==> src/sv/tlpr_pkg.sv <==
// Shared types, codes, constants and the color weighting function of the tile-map renderer.
`timescale 1ns / 1ps
package tlpr_pkg;

  localparam int unsigned CodeDepth    = 1024;
  localparam int unsigned ForePatDepth = 4096;
  localparam int unsigned BackPatDepth = 8192;
  localparam int unsigned PromDepth    = 64;

  localparam int unsigned RegIdxW  = 3;
  localparam int unsigned CfgDataW = 8;

  localparam logic FUNC_LOAD  = 1'b0;
  localparam logic FUNC_PIXEL = 1'b1;

  typedef enum logic [RegIdxW-1:0] {
    REG_SCROLL_H    = 3'd0,
    REG_SCROLL_V    = 3'd1,
    REG_FLIP        = 3'd2,
    REG_BANK        = 3'd3,
    REG_BACK_COLOUR = 3'd4
  } tlpr_reg_e;

  typedef enum logic [2:0] {
    RGN_FORE_CODES = 3'd0,
    RGN_BACK_CODES = 3'd1,
    RGN_ATTRS      = 3'd2,
    RGN_FORE_PATS  = 3'd3,
    RGN_BACK_PATS  = 3'd4,
    RGN_PROM       = 3'd5
  } tlpr_region_e;

  // One pixel on its way from the PROM read to the result register.
  typedef struct packed {
    logic       valid;
    logic [5:0] idx;
  } tlpr_pix_t;

  // Resistor ladder: each PROM bit adds a fixed weight to its gun.
  function automatic logic [15:0] weigh_rgb565(input logic [7:0] p);
    logic [7:0] r;
    logic [7:0] g;
    logic [7:0] b;
    r = (p[0] ? 8'h21 : 8'h00) + (p[1] ? 8'h47 : 8'h00) + (p[2] ? 8'h97 : 8'h00);
    g = (p[3] ? 8'h21 : 8'h00) + (p[4] ? 8'h47 : 8'h00) + (p[5] ? 8'h97 : 8'h00);
    b = (p[6] ? 8'h52 : 8'h00) + (p[7] ? 8'had : 8'h00);
    return {r[7:3], g[7:2], b[7:3]};
  endfunction

endpackage

==> src/sv/tlpr_ifs.sv <==


interface tlpr_out_if;
  logic        valid;
  logic        ready;
  logic [15:0] pixel_rgb565;
  logic [5:0]  palette_index;
  modport source (output valid, pixel_rgb565, palette_index, input ready);
  modport sink   (input valid, pixel_rgb565, palette_index, output ready);
endinterface


==> src/sv/tlpr_out_stage.sv <==
// Result register of the renderer: color weighting of the PROM byte and the pipeline advance.
`timescale 1ns / 1ps
module tlpr_out_stage
  import tlpr_pkg::*;
(
  input  logic              clk_i,
  input  logic              rst_ni,
  input  tlpr_pix_t         pix_i,
  input  logic [7:0]        prom_byte_i,
  output logic              advance_o,
  tlpr_out_if.source        out_o
);

  logic        out_vld_q;
  logic        out_vld_d;
  logic [15:0] rgb_q;
  logic [5:0]  idx_q;

  // The whole pipeline moves whenever the result register is free or being emptied.
  assign advance_o = !out_vld_q || out_o.ready;
  assign out_vld_d = advance_o ? pix_i.valid : out_vld_q;

  always_ff @(posedge clk_i or negedge rst_ni) begin
    if (!rst_ni) begin
      out_vld_q <= 1'b0;
    end else begin
      out_vld_q <= out_vld_d;
    end
  end

  always_ff @(posedge clk_i) begin
    if (advance_o && pix_i.valid) begin
      rgb_q <= weigh_rgb565(prom_byte_i);
      idx_q <= pix_i.idx;
    end
  end

  assign out_o.valid         = out_vld_q;
  assign out_o.pixel_rgb565  = rgb_q;
  assign out_o.palette_index = idx_q;

endmodule

==> src/flat_wrapper.sv <==
// flat-port wrapper written by rule: the top's interface ports become plain ports
module tlpr_out_stage_flat import tlpr_pkg::*;
  (clk_i, rst_ni, pix_i, prom_byte_i, advance_o, out_o_valid, out_o_pixel_rgb565, out_o_palette_index, out_o_ready);
  tlpr_out_if out_o_i ();
  input  logic clk_i;
  input  logic rst_ni;
  input  tlpr_pix_t pix_i;
  input  logic [7:0] prom_byte_i;
  output logic advance_o;
  output wire logic [$bits(out_o_i.valid)-1:0] out_o_valid;
  output wire logic [$bits(out_o_i.pixel_rgb565)-1:0] out_o_pixel_rgb565;
  output wire logic [$bits(out_o_i.palette_index)-1:0] out_o_palette_index;
  input wire logic [$bits(out_o_i.ready)-1:0] out_o_ready;
  assign out_o_valid = out_o_i.valid;
  assign out_o_pixel_rgb565 = out_o_i.pixel_rgb565;
  assign out_o_palette_index = out_o_i.palette_index;
  assign out_o_i.ready = out_o_ready;
  tlpr_out_stage u_core (.clk_i(clk_i), .rst_ni(rst_ni), .pix_i(pix_i), .prom_byte_i(prom_byte_i), .advance_o(advance_o), .out_o(out_o_i));
endmodule
==> config.mk <==
export PLATFORM = sky130hd
export DESIGN_NAME = tlpr_out_stage_flat
export DESIGN_NICKNAME = d
export VERILOG_FILES = /design/src/sv/tlpr_pkg.sv /design/src/sv/tlpr_ifs.sv /design/src/sv/tlpr_out_stage.sv /design/src/flat_wrapper.sv
export SDC_FILE = /design/constraint.sdc
export NUM_CORES = 1
export LEC_CHECK = 0
export CORE_MARGIN = 2
export CORE_UTILIZATION = 30
export DETAILED_ROUTE_END_ITERATION = 6
export DONT_BUFFER_PORTS = 1
export SLEW_MARGIN = 20
export SYNTH_ARGS = -nofsm -noshare
export SYNTH_HDL_FRONTEND = slang
export SYNTH_SLANG_ARGS = --single-unit
==> constraint.sdc <==
create_clock -name clk_i -period 1.4 [get_ports clk_i]
set_input_delay 0.28 -clock clk_i [delete_from_list [all_inputs] [get_ports clk_i]]
set_output_delay 0.28 -clock clk_i [all_outputs]
set_load 0.01 [all_outputs]
-- After elaboration in Yosys (flattened, before gate mapping)
Cells that the tools add are included.
- bits in registers: 23
- output and inout bits: 24
- word-level logic and storage cells: 19
- input bits: 18
- add/subtract/negate cells: 5
- muxes and demuxes: 8
- reductions and logical operators: 3
- operators by type and width (operator ; number):
    $add 8x8->8 ; 5
    $mux 8 ; 3
    $mux 7 ; 3
    $mux 6 ; 2
    $logic_and 1x1->1 ; 1
    $logic_not 1->1 ; 1
    $logic_or 1x1->1 ; 1

-- Logic depth before layout (Yosys ltp)
- word-level depth: 3
- depth in mapped cells: 3
- gate-level depth less buffers: 3

-- Least setup slack after synthesis
No wires, ideal clock.
- path type: reg-to-reg
- start point: register u_core.out_vld_q (netlist: u_core.out_o.valid)
- end point: register u_core.idx_q[0] (netlist: u_core.out_o.palette_index[0]) (enable)
- setup time: 375 ps
- stages on the path, launching flop included: 3
- setup slack: 22 ps
- buffers on the path: 0
- period minus slack after synthesis: 1378 ps
- arrival time: 1003 ps
- data required time: 1025 ps
- cell sequence: dfrtp_1 -> nand2b_4 -> and2_1
- word-level cells in the longest chain between the ends: 3
- ends and longest elaborated chain (element ; line ; source):
    from (decl) ; tlpr_out_stage.sv:14 ; logic out_vld_q;
    from (signal assigned) ; tlpr_out_stage.sv:27 ; out_vld_q <= out_vld_d;
    $logic_not 1->1 ; tlpr_out_stage.sv:20 ; assign advance_o = !out_vld_q || out_o.ready;
    $logic_or 1x1->1 ; tlpr_out_stage.sv:20 ;
    via advance_o ; flat_wrapper.sv:9 ; output logic advance_o;
    $logic_and 1x1->1 ; tlpr_out_stage.sv:32 ; if (advance_o && pix_i.valid) begin
    to (signal assigned) ; tlpr_out_stage.sv:34 ; idx_q <= pix_i.idx;
    to (decl) ; tlpr_out_stage.sv:17 ; logic [5:0] idx_q;
The timed path passes the listed nets, and every way through them passes these cells.
A chain may end at the register's enable or synchronous reset.

-- Worst setup path in the final report
- start point: register u_core.out_vld_q (netlist: u_core.out_o.valid)
- end point: register u_core.idx_q[5] (netlist: u_core.out_o.palette_index[5]) (enable)
The elaborated chain is that of the path after synthesis.

==> results.yml <==
outcome:
  status: "finished, final reports clean"
floorplan:
  start_util_pct: 31.8
  die_area_um2: 2770
  die_h_um: 52.6
  fp-row-count: 17
  io_pins: 42
  die_width_um: 52.6
  coreArea_um2: 2230
drt:
  wire_per_inst_um: 15.6
  vias: 306
  wirelength_um: 1050
  dr.pass1.iters: 3
  drc: 0
  drt_iter0_drc: 6
  postRouteAntennaNets: 0
  routed_via_density: 4.57
clock_network:
  clk-insertion-delay-late_ns: 0.28
  cts.sinks: 18
  cts_root_buf: "clkbuf_4"
  numCtsBuffers: 3
  cts_resized: 0
  cts_tree: "yes"
  path_clk_slew_ns: 0.10
  cts_buffer_depth: 2
  htree_num_levels: 1
timing:
  slew_headroom_pct: 80.5
  fin_skew_ns: 0.00297
  setup_viol: 0
  hold_viol_final: 0
  rsz0062_at_grt: "false"
  worst_slew_pin_slew_ns: 0.293
  period_share_pct: 84.4
  fin_crit_ns: 1.18
  hold_slack_ns: 0.0844
  clock.fmax_mhz: 847
  fin_tns_setup_ns: 0
  maxSlewViolCount: 0
worst_setup_path:
  worst_ep_arrival_time_ns: 1.19
  cp_cell_sequence: "nand2b_4 -> and2_1 -> buf_12"
  crit_type: "register to register"
  cpPeakStageDelay_ns: 0.45
  slowest_stage: "dfrtp_1"
  worstSetupStartpointType: "register"
  worst_path_dominant_cell_family: "flip-flops"
  worst-path-buf-inv: 1
  endpoint_kind: "register"
  cp_data_required_time_ns: 1.40
  worstPathMaxFanout: 17
power_and_ir_drop:
  power.density_nw_per_um2: 1330
  ir_worst_vdd_mv: 0.510
  power.total_mw: 1.03
  leakage_nw: 0.297
finish:
  finalNonFillerCells: 67
  final_layout_size_suffix_gt1_share_pct: 15.4
  fin_nets: 63
  nFillCells: 211
  area_growth_pct: 8.99
  register_area_um2: 536
  final_area_um2: 773
  antenna_cells: 0
  multi_input_area_um2: 136
yosys:
  ys_seq_elements: 18
  yosysUniqueCellTypes: 9
  syn-instance-count: 38
  netlist_area_um2: 709
  postSynthNetCount: 61
  avgSynthCellArea_um2: 18.7
  ys_seq_area_share_pct: 75.5
  yosys_warnings: 0
placed_design:
  hpwl_um: 825
  dp.cells: 62
  port_buffers: 0
  place_area_um2: 727
  gp_congestion: 0.571
grt:
  grt_remaining_overflow: 0
  grt_antenna_before_repair: 0
  grt_usage_pct: 8.55
  first_global_vias: 327
  grt_max_degree: 18
  grt_pass1_wl_um: 1580
hold_path:
  hold_path_class: "input pin to register"
run:
  drv_cap: 0
[logic make-up after synthesis]
family,share of synthesized area [%]
DFF,75.5
AOI/OAI and AO/OA,4.94
buffers and inverters,5.29
adders and majority gates,8.82
and+or+nand+nor,5.47
[final cells by class]
cell class | instances | share of cell area, %
well taps | 28 | 4.53
repair buffers | 2 | 3.88
multi-input cells | 15 | 17.6
flip-flops and latches | 18 | 69.3
clock buffers | 4 | 4.69
[cell usage in the layout (no fill, tap or decap), drive strengths merged]
master / count
nand2b: 4
edfxtp: 17
and2: 1
a21o: 4
clkbuf: 4
ha: 5
o21ai: 1
dlygate4sd3: 1
dfrtp: 1
buf: 1
[sequential cells by signal (all words and copies together), names as in the netlist]
| register | cells |
|---|---|
| u_core.out_o.pixel_rgb565 | 11 |
| u_core.out_o.palette_index | 6 |
| u_core.out_o.valid | 1 |
[Yosys cell counts]
cell type  instances  area [µm²]
buf_4              5        37.5
nand2b_4           1        13.8
o21ai_1            1        5.00
dfrtp_1            1        25.0
edfxtp_1          17         510
nand2b_1           3        18.8
and2_1             1        6.26
a21o_1             4        30.0
ha_1               5        62.6
[layer usage]
metal / GRT usage [%] / up-vias / part of all wire [%]
li1: - / 139 / -
met1: 8.65 / 147 / 38
met2: 13.3 / 18 / 54
met3: 3.43 / 2 / 5.8
met4: 7.69 / 0 / 1.8
met5: 0 / - / 0
[power by group]
part / switching (mW) / internal, mW
combinational: 0.0282 / 0.0301
clock: 0.147 / 0.158
sequential: 0.0347 / 0.630
total: 0.210 / 0.818
[final timing paths]
kind / from / endpoint / slack (ns) / cells past startpoint
min reg2reg: u_core.out_o.valid$_DFFE_PN0N_ / u_core.out_o.valid$_DFFE_PN0N_ / 0.63 / 2
min: pix_i[0] / u_core.out_o.palette_index[0]$_DFFE_PP_ / 0.08 / 0
max in group asynchronous: rst_ni / u_core.out_o.valid$_DFFE_PN0N_ / 1.11 / 1
max: u_core.out_o.valid$_DFFE_PN0N_ / u_core.out_o.palette_index[5]$_DFFE_PP_ / 0.22 / 3
max reg2reg: u_core.out_o.valid$_DFFE_PN0N_ / u_core.out_o.palette_index[5]$_DFFE_PP_ / 0.22 / 3
min in group asynchronous: rst_ni / u_core.out_o.valid$_DFFE_PN0N_ / 0.19 / 1
[stage by stage]
stage                     utilization, %  setup slack [ns]
after floorplan                        -            0.0216
after global placement              32.5             0.228
after detailed placement            32.5             0.224
after CTS                           34.6             0.210
after global routing                34.6             0.182
final                               34.6             0.219
[what timing repair did]
action | in CTS | in global routing
buffers inserted | 0 | 0
hold buffers | 1 | 0
endpoints found under the hold margin | 1 | 0
Note: power is estimated with default switching activity, not from simulation.
